<file path="config.mk">
export PLATFORM = sky130hd
export DESIGN_NAME = dual_motor_duty_slew_limiter
export DESIGN_NICKNAME = d
export VERILOG_FILES = /design/src/design/dmdsl_pkg.sv /design/src/design/dual_motor_duty_slew_limiter.sv
export SDC_FILE = /design/constraint.sdc
export NUM_CORES = 1
export LEC_CHECK = 0
export ABC_AREA = 1
export ABC_CLOCK_PERIOD_IN_PS = 16770
export BUFFER_PORTS_ARGS = -buffer_cell sky130_fd_sc_hd__buf_2
export CORE_UTILIZATION = 55
export CTS_BUF_LIST = sky130_fd_sc_hd__clkbuf_8
export CTS_CLUSTER_DIAMETER = 200
export DETAILED_ROUTE_END_ITERATION = 10
export PLACE_DENSITY = 0.74
export SLEW_MARGIN = 20
export SYNTH_ARGS = -nofsm -noshare
export SYNTH_HDL_FRONTEND = slang
export SYNTH_SLANG_ARGS = --single-unit
</file>
<file path="constraint.sdc">
create_clock -name clock -period 16.77 [get_ports clock]
set_input_delay 3.354 -clock clock [delete_from_list [all_inputs] [get_ports clock]]
set_output_delay 3.354 -clock clock [all_outputs]
set_load 0.02 [all_outputs]
</file>
<file path="src/design/dmdsl_pkg.sv">
`default_nettype none

package dmdsl_pkg;

   // operation codes of an input item
   typedef enum logic [1:0] {
      OP_WRITE_NOW    = 2'd0,
      OP_WRITE_TARGET = 2'd1,
      OP_TICK         = 2'd2,
      OP_READ         = 2'd3
   } op_type;

   // configuration register indexes
   typedef enum logic [1:0] {
      CSR_RAMP_STEP      = 2'd0,
      CSR_DUTY_LIMIT_POS = 2'd1,
      CSR_DUTY_LIMIT_NEG = 2'd2,
      CSR_PWM_TOP        = 2'd3
   } csr_index_type;

   localparam int unsigned FIELD_WIDTH = 16;
   localparam int unsigned STEP_WIDTH  = 15;

   // reset values: ramp step is max/8
   localparam logic [STEP_WIDTH-1:0]         RAMP_STEP_RESET      = 15'd125;
   localparam logic [STEP_WIDTH-1:0]         DUTY_LIMIT_POS_RESET = 15'd1000;
   localparam logic signed [FIELD_WIDTH-1:0] DUTY_LIMIT_NEG_RESET = -16'sd1000;
   localparam logic [FIELD_WIDTH-1:0]        PWM_TOP_RESET        = 16'd1000;

endpackage

`default_nettype wire

</file>
<file path="src/design/dual_motor_duty_slew_limiter.sv">
`default_nettype none

// Dual H-bridge duty controller with slew limiting. Each motor holds a present
// (applied) duty and a target duty. An input transfer carries one operation:
// write now sets target and applies the duty at once, write target sets only
// the target, tick moves every motor one ramp step toward its target without
// overshoot, read changes nothing. Applied duties clamp to duty_limit_pos and
// duty_limit_neg, stored targets saturate to the DUTY_WIDTH signed range. Each
// input transfer yields exactly one result transfer with both motor drives
// (negative duty sets reverse and drives pwm_top plus duty, floored at 0) and
// the read-back of the addressed motor; ids at or above NUM_MOTORS are ignored
// and read as 0. The block takes one item per cycle unless the result side
// stalls; an item passes the input register, then the update logic feeding the
// result register. The user must write the registers through the csr port only
// while the block is idle; the block itself does not enforce this.

module dual_motor_duty_slew_limiter #(
   parameter int unsigned NUM_MOTORS = 2,
   parameter int unsigned DUTY_WIDTH = 16
) (
   input  wire logic        clock,
   input  wire logic        reset,

   input  wire logic        req_valid,
   output logic             req_stall,
   input  wire logic [1:0]  req_opcode,
   input  wire logic [1:0]  req_motor_id,
   input  wire logic signed [15:0] req_duty_value,

   output logic             rsp_valid,
   input  wire logic        rsp_stall,
   output logic [15:0]      rsp_left_pwm,
   output logic             rsp_left_reverse,
   output logic [15:0]      rsp_right_pwm,
   output logic             rsp_right_reverse,
   output logic signed [15:0] rsp_read_present,
   output logic signed [15:0] rsp_read_target,

   input  wire logic        csr_wr_en,
   input  wire logic [1:0]  csr_index,
   input  wire logic [15:0] csr_wr_data
);

   // working width: holds any duty, any 16 bit field and a sum of two
   localparam int unsigned WW = ((DUTY_WIDTH > 16) ? DUTY_WIDTH : 16) + 2;
   localparam logic signed [WW-1:0] DUTY_HI = WW'({1'b0, {(DUTY_WIDTH-1){1'b1}}});
   localparam logic signed [WW-1:0] DUTY_LO = ~DUTY_HI;

   // ---------------------------------------------------------------- helpers
   function automatic logic signed [WW-1:0] sat_width(input logic signed [WW-1:0] v);
      logic signed [WW-1:0] r;
      r = v;
      if (v > DUTY_HI) begin
         r = DUTY_HI;
      end else if (v < DUTY_LO) begin
         r = DUTY_LO;
      end
      return r;
   endfunction

   // clamp to the configured limits, then to the stored range
   function automatic logic signed [WW-1:0] apply_limits(
      input logic signed [WW-1:0] v,
      input logic [14:0]          lim_pos,
      input logic signed [15:0]   lim_neg
   );
      logic signed [WW-1:0] pos;
      logic signed [WW-1:0] neg;
      logic signed [WW-1:0] r;
      pos = signed'({{(WW-15){1'b0}}, lim_pos});
      neg = {{(WW-16){lim_neg[15]}}, lim_neg};
      r   = v;
      if (v >= 0) begin
         if (v > pos) begin
            r = pos;
         end
      end else begin
         if (v < neg) begin
            r = neg;
         end
      end
      return sat_width(r);
   endfunction

   // one ramp step toward the target, never past it
   function automatic logic signed [WW-1:0] ramp_toward(
      input logic signed [WW-1:0] now,
      input logic signed [WW-1:0] tgt,
      input logic [14:0]          step
   );
      logic signed [WW-1:0] diff;
      logic signed [WW-1:0] st;
      diff = (tgt > now) ? (tgt - now) : (now - tgt);
      st   = signed'({{(WW-15){1'b0}}, step});
      if (st > diff) begin
         st = diff;
      end
      return (tgt > now) ? (now + st) : (now - st);
   endfunction

   function automatic logic signed [WW-1:0] sext_duty(
      input logic signed [DUTY_WIDTH-1:0] d
   );
      return {{(WW-DUTY_WIDTH){d[DUTY_WIDTH-1]}}, d};
   endfunction

   function automatic logic [15:0] drive_pwm(
      input logic signed [DUTY_WIDTH-1:0] d,
      input logic [15:0]                  top
   );
      logic signed [WW-1:0] w;
      logic signed [WW-1:0] p;
      w = sext_duty(d);
      p = signed'({{(WW-16){1'b0}}, top}) + w;
      if (w >= 0) begin
         return w[15:0];
      end else if (p < 0) begin
         return 16'd0;
      end else begin
         return p[15:0];
      end
   endfunction

   // ---------------------------------------------------------- configuration
   logic [14:0]        ramp_step_ff;
   logic [14:0]        lim_pos_ff;
   logic signed [15:0] lim_neg_ff;
   logic [15:0]        pwm_top_ff;

   always_ff @(posedge clock) begin
      if (reset) begin
         ramp_step_ff <= dmdsl_pkg::RAMP_STEP_RESET;
         lim_pos_ff   <= dmdsl_pkg::DUTY_LIMIT_POS_RESET;
         lim_neg_ff   <= dmdsl_pkg::DUTY_LIMIT_NEG_RESET;
         pwm_top_ff   <= dmdsl_pkg::PWM_TOP_RESET;
      end else if (csr_wr_en) begin
         case (dmdsl_pkg::csr_index_type'(csr_index))
            dmdsl_pkg::CSR_RAMP_STEP:      ramp_step_ff <= csr_wr_data[14:0];
            dmdsl_pkg::CSR_DUTY_LIMIT_POS: lim_pos_ff   <= csr_wr_data[14:0];
            dmdsl_pkg::CSR_DUTY_LIMIT_NEG: lim_neg_ff   <= signed'(csr_wr_data);
            dmdsl_pkg::CSR_PWM_TOP:        pwm_top_ff   <= csr_wr_data;
            default: begin
            end
         endcase
      end
   end

   // ---------------------------------------------------------- pipeline ctrl
   logic                 in_valid_ff;
   dmdsl_pkg::op_type    in_op_ff;
   logic [1:0]           in_id_ff;
   logic signed [15:0]   in_duty_ff;
   logic                 rsp_valid_ff;
   logic                 advance;

   // result register free or being emptied this cycle
   assign advance   = !rsp_valid_ff || !rsp_stall;
   assign req_stall = in_valid_ff && !advance;

   always_ff @(posedge clock) begin
      if (reset) begin
         in_valid_ff <= 1'b0;
      end else if (req_valid && !req_stall) begin
         in_valid_ff <= 1'b1;
      end else if (advance) begin
         in_valid_ff <= 1'b0;
      end
   end

   always_ff @(posedge clock) begin
      if (req_valid && !req_stall) begin
         in_op_ff   <= dmdsl_pkg::op_type'(req_opcode);
         in_id_ff   <= req_motor_id;
         in_duty_ff <= req_duty_value;
      end
   end

   // ------------------------------------------------------------ duty state
   logic signed [DUTY_WIDTH-1:0] present_ff [NUM_MOTORS];
   logic signed [DUTY_WIDTH-1:0] target_ff  [NUM_MOTORS];
   logic signed [DUTY_WIDTH-1:0] present_in [NUM_MOTORS];
   logic signed [DUTY_WIDTH-1:0] target_in  [NUM_MOTORS];
   logic                         id_hit     [NUM_MOTORS];
   logic signed [WW-1:0]         duty_w;

   assign duty_w = {{(WW-16){in_duty_ff[15]}}, in_duty_ff};

   always_comb begin
      for (int i = 0; i < NUM_MOTORS; i++) begin
         id_hit[i]     = (int'(in_id_ff) == i);
         present_in[i] = present_ff[i];
         target_in[i]  = target_ff[i];
         case (in_op_ff)
            dmdsl_pkg::OP_WRITE_NOW: begin
               if (id_hit[i]) begin
                  target_in[i]  = DUTY_WIDTH'(sat_width(duty_w));
                  present_in[i] = DUTY_WIDTH'(apply_limits(duty_w, lim_pos_ff,
                                                           lim_neg_ff));
               end
            end
            dmdsl_pkg::OP_WRITE_TARGET: begin
               if (id_hit[i]) begin
                  target_in[i] = DUTY_WIDTH'(sat_width(duty_w));
               end
            end
            dmdsl_pkg::OP_TICK: begin
               // motors already at target are left alone
               if (present_ff[i] != target_ff[i]) begin
                  present_in[i] = DUTY_WIDTH'(apply_limits(
                     ramp_toward(sext_duty(present_ff[i]), sext_duty(target_ff[i]),
                                 ramp_step_ff),
                     lim_pos_ff, lim_neg_ff));
               end
            end
            default: begin
            end
         endcase
      end
   end

   always_ff @(posedge clock) begin
      if (reset) begin
         for (int i = 0; i < NUM_MOTORS; i++) begin
            present_ff[i] <= '0;
            target_ff[i]  <= '0;
         end
      end else if (advance && in_valid_ff) begin
         for (int i = 0; i < NUM_MOTORS; i++) begin
            present_ff[i] <= present_in[i];
            target_ff[i]  <= target_in[i];
         end
      end
   end

   // ---------------------------------------------------------------- result
   logic [15:0]        drive_pwm_w [NUM_MOTORS];
   logic               drive_rev_w [NUM_MOTORS];
   logic [15:0]        right_pwm_w;
   logic               right_rev_w;
   logic signed [15:0] read_present_w;
   logic signed [15:0] read_target_w;
   logic signed [WW-1:0] pres_sel;
   logic signed [WW-1:0] tgt_sel;

   always_comb begin
      pres_sel = '0;
      tgt_sel  = '0;
      for (int i = 0; i < NUM_MOTORS; i++) begin
         drive_pwm_w[i] = drive_pwm(present_in[i], pwm_top_ff);
         drive_rev_w[i] = present_in[i][DUTY_WIDTH-1];
         // addressed motor read-back, zero for ids beyond the motor count
         if (id_hit[i]) begin
            pres_sel = sext_duty(present_in[i]);
            tgt_sel  = sext_duty(target_in[i]);
         end
      end
      read_present_w = pres_sel[15:0];
      read_target_w  = tgt_sel[15:0];
   end

   // a single-motor build drives the right bridge off
   if (NUM_MOTORS > 1) begin : g_right
      assign right_pwm_w = drive_pwm_w[1];
      assign right_rev_w = drive_rev_w[1];
   end else begin : g_no_right
      assign right_pwm_w = 16'd0;
      assign right_rev_w = 1'b0;
   end

   always_ff @(posedge clock) begin
      if (reset) begin
         rsp_valid_ff <= 1'b0;
      end else if (advance) begin
         rsp_valid_ff <= in_valid_ff;
      end
   end

   logic [15:0]        left_pwm_ff;
   logic               left_rev_ff;
   logic [15:0]        right_pwm_ff;
   logic               right_rev_ff;
   logic signed [15:0] read_present_ff;
   logic signed [15:0] read_target_ff;

   always_ff @(posedge clock) begin
      if (advance && in_valid_ff) begin
         left_pwm_ff     <= drive_pwm_w[0];
         left_rev_ff     <= drive_rev_w[0];
         right_pwm_ff    <= right_pwm_w;
         right_rev_ff    <= right_rev_w;
         read_present_ff <= read_present_w;
         read_target_ff  <= read_target_w;
      end
   end

   assign rsp_valid         = rsp_valid_ff;
   assign rsp_left_pwm      = left_pwm_ff;
   assign rsp_left_reverse  = left_rev_ff;
   assign rsp_right_pwm     = right_pwm_ff;
   assign rsp_right_reverse = right_rev_ff;
   assign rsp_read_present  = read_present_ff;
   assign rsp_read_target   = read_target_ff;

endmodule

`default_nettype wire

</file>
==> reports/metrics.csv <==
metric,value,unit
DRC,0,
HPWL after detailed placement,71920,um
"Distinct cells, synth",57,
yosys warns,0,
first-pass GRT wire length,132100,um
RSZ-0062 raised after global routing,false,
max-slew violations,0,
port bufs,110,
Longest Clk Path Bufs,3,
largest net degree at the start of global routing,65,
CTS Buf Count,39,
Routed Antenna Nets,0,
synth top area cells,"edfxtp_1, ha_1, nand2_1",
pre-CTS setup slack,1.395,ns
CTS tree,built,
kind of critical path,register to register,
sequential power share,14.7,%
Slew @ Worst Pin,1.144,ns
Synth top area share,20.75,%
leakage power,11.48,nW
num rows,72,
register area share after synthesis,26.65,%
Pwr per Cell Area,195.3,mW/mm^2
final setup vio count,0,
reg2reg end,rsp_right_pwm[14]$_DFFE_PP_,
Sw Share,57.80,%
Horiz. Die Dim,200.7,um
CTS Root Cell,clkbuf_8,
period utilization,93.68,%
worst reg2reg path startpoint,present_ff[0][22]$_SDFFCE_PN0P_,
Die ar.,0.04027,sq mm
Synth Area per Inst,7.041,sq um
FF-to-FF path depth,75,
routed via count,23130,
final weighted congestion in routability-driven placement,1.133,
status,completed,
Max Fclk,63.65,MHz
1st-pass router iterations,6,
Die Ht,200.7,um
io pins,111,
initial antenna violation count,3,
Synth top cells by count,"nand2_1, inv_1, a21oi_1, o21ai_0, ha_1",
Clock Pin Slew Worst Setup and Hold Paths,0.06,ns
WP data required,17.14,ns
Startpoint Class,register,
Synth Instances,3083,
dominant synthesized flop cell,edfxtp_1,
"most used cell, CP",nand2_1,
WL final,90490,um
"Min Clock Period, post-route",15.71,ns
R2R setup slack,1.06,ns
Max H-tree Level,2,
HP Start,in_valid_ff$_SDFFE_PP0P_,
Worst IR Drop VDD,0.1333,mV
hold-fix buffers at CTS,0,
FILL cells,3679,
TritonCTS sink count,214,
cell internal pwr,1.925,mW
Critical path origin,present_ff[0][22]$_SDFFCE_PN0P_,
maximum net fanout on the critical path,27,
Post-layout nets,3453,
area of the core,0.03883,sq mm
Overflow after GRT,0,
Syn Std Cell Area,0.02171,sq mm
NetSw,2.636,mW
vias in the first global route,21260,
Post-synth EDFFs,150,
syn nets,3390,
Synth area leader,edfxtp_1,
initial drt markers,3410,
WL/cell,24.44,um
"FF+latch count, synth",214,
Logic pwr share,73.9,%
setup TNS,0,ns
Worst-Skew Late Latency,0.63,ns
cell with the most instances after synthesis,nand2_1,
asr flop ratio synth,0,%
postcts setup bufs,0,
Final Hold Violating Endpoints,0,
max-cap violation count,0,
fraction of layout cells with a size suffix above 1,8.218,%
Setup Skew,0.02019,ns
Hold Crit Class,register to register,
total track usage,44.09,%
Crit. End Element,register,
Layout area overhead,7.597,%
vias per cell,6.249,
Slew HR,23.27,%
power share of the clock group,11.4,%
crit path DAT,16.08,ns
CP max stage delay,0.85,ns
Worst path slowest cell,o21ai_0,
PnR worst setup slack,1.060,ns
Initial Utilization,55.91,%
Critical Path End,rsp_right_pwm[14]$_DFFE_PP_,
-- timing repair --
| action | 4_1_cts | 5_1_grt |
|---|---|---|
| resized for setup | 0 | 1 |
| endpoints found under the setup margin | 0 | 11 |
| hold endpoints to repair | 0 | 0 |
-- stage by stage --
stage	cell area, sq um	utilization, %	instances	hold WS [ns]	total power, mW
after CTS	23330	60.09	3694	0.4856	4.407
after global routing	23340	60.10	3694	0.5033	4.877
after global placement	22540	58.06	3623	0.4629	3.813
final	23360	60.15	3702	0.4862	4.560
after floorplan	21710	-	3083	0.4506	2.969
after detailed placement	22540	58.06	3623	0.4742	3.875
-- placed cells by master (no fill, tap or decap), drive strengths merged, types with 5 or more instances in the layout --
master   count
a31oi        9
nand2      709
nand3      187
o21bai      38
ha         256
o211ai      50
fa           8
xor2       101
diode        8
buf        123
edfxtp     150
nand4       23
a21o        16
o22ai       17
o31ai        6
nor3        27
o21ai      302
or2          9
o221ai       5
o21a         8
dfxtp       64
inv        440
xnor2       24
nor2       199
nand3b      11
clkbuf      44
clkinv      18
a21oi      281
o2111ai      9
a22oi       17
-- per-layer routing --
metal	global-route usage [%]	part of all wire (%)	vias to the layer above
li1	-	-	10510
met3	11.88	14	323
met4	26.28	6.9	0
met2	64.22	41	1649
met1	58.32	39	10650
met5	0	0	-
-- kinds of logic (layout without fill, tap and decap cells) --
family,after synthesis,in the layout,share of synthesized area [%]
AND/OR/NAND/NOR,1172,1172,23.04
AO/OA/AOI/OAI,770,770,20.04
buffers and inverters,537,630,9.689
adder cells (fa/ha/maj),264,264,15.49
flip-flops,214,214,26.65
XOR/XNOR,125,125,5.044
multiplexers,1,1,0.04611
other,0,8,0
-- worst max-delay path, delay by kind of cell, from the launching register on --
family / cells / cell delay, ns
buf+inv: 8 / 1.64
xor+xnor: 4 / 0.71
fa+ha+maj: 7 / 2.30
flops: 1 / 0.61
compound gates: 25 / 5.07
simple gates: 31 / 5.09
-- state kept, by name, indices dropped and copies added (netlist names) --
| register | count |
|---|---|
| rsp_right_reverse | 1 |
| ramp_step_ff | 15 |
| rsp_right_pwm | 16 |
| in_duty_ff | 16 |
| in_op_ff | 2 |
| target_ff | 32 |
| in_id_ff | 2 |
| rsp_read_present | 16 |
| present_ff | 32 |
| lim_pos_ff | 15 |
| pwm_top_ff | 16 |
| rsp_valid | 1 |
| lim_neg_ff | 16 |
| rsp_left_reverse | 1 |
| rsp_read_target | 16 |
| in_valid_ff | 1 |
| rsp_left_pwm | 16 |
-- final cells by class --
| type | instances | area (sq um) | area share [%] |
|---|---|---|---|
| diodes | 8 | 20.02 | 0.08571 |
| inverters | 436 | 1640 | 7.023 |
| well taps | 518 | 648.1 | 2.775 |
| clock buffers | 44 | 605.6 | 2.593 |
| multi-input cells | 2332 | 13830 | 59.21 |
| repair buffers | 123 | 648.1 | 2.775 |
| clock inverters | 27 | 180.2 | 0.7714 |
| flip-flops and latches | 214 | 5786 | 24.77 |
-- power by group through the flow --
| stage | Combinational, mW | Clock (mW) | Sequential [mW] |
|---|---|---|---|
| finish | 3.37 | 0.520 | 0.670 |
| global route | 3.66 | 0.545 | 0.671 |
| CTS | 3.22 | 0.522 | 0.666 |
| detailed placement | 3.20 | 0 | 0.677 |
| global placement | 3.14 | 0 | 0.676 |
| floorplan | 2.29 | 0 | 0.676 |
-- worst min-delay path by stage --
stage,endpoint,cells after the start
final,rsp_valid$_SDFFE_PP0N_,2
after global routing,rsp_valid$_SDFFE_PP0N_,2
after CTS,rsp_valid$_SDFFE_PP0N_,2
after detailed placement,rsp_valid$_SDFFE_PP0N_,2
after global placement,rsp_valid$_SDFFE_PP0N_,2
after floorplan,rsp_valid$_SDFFE_PP0N_,2
Power figures use the tool's default switching activity.
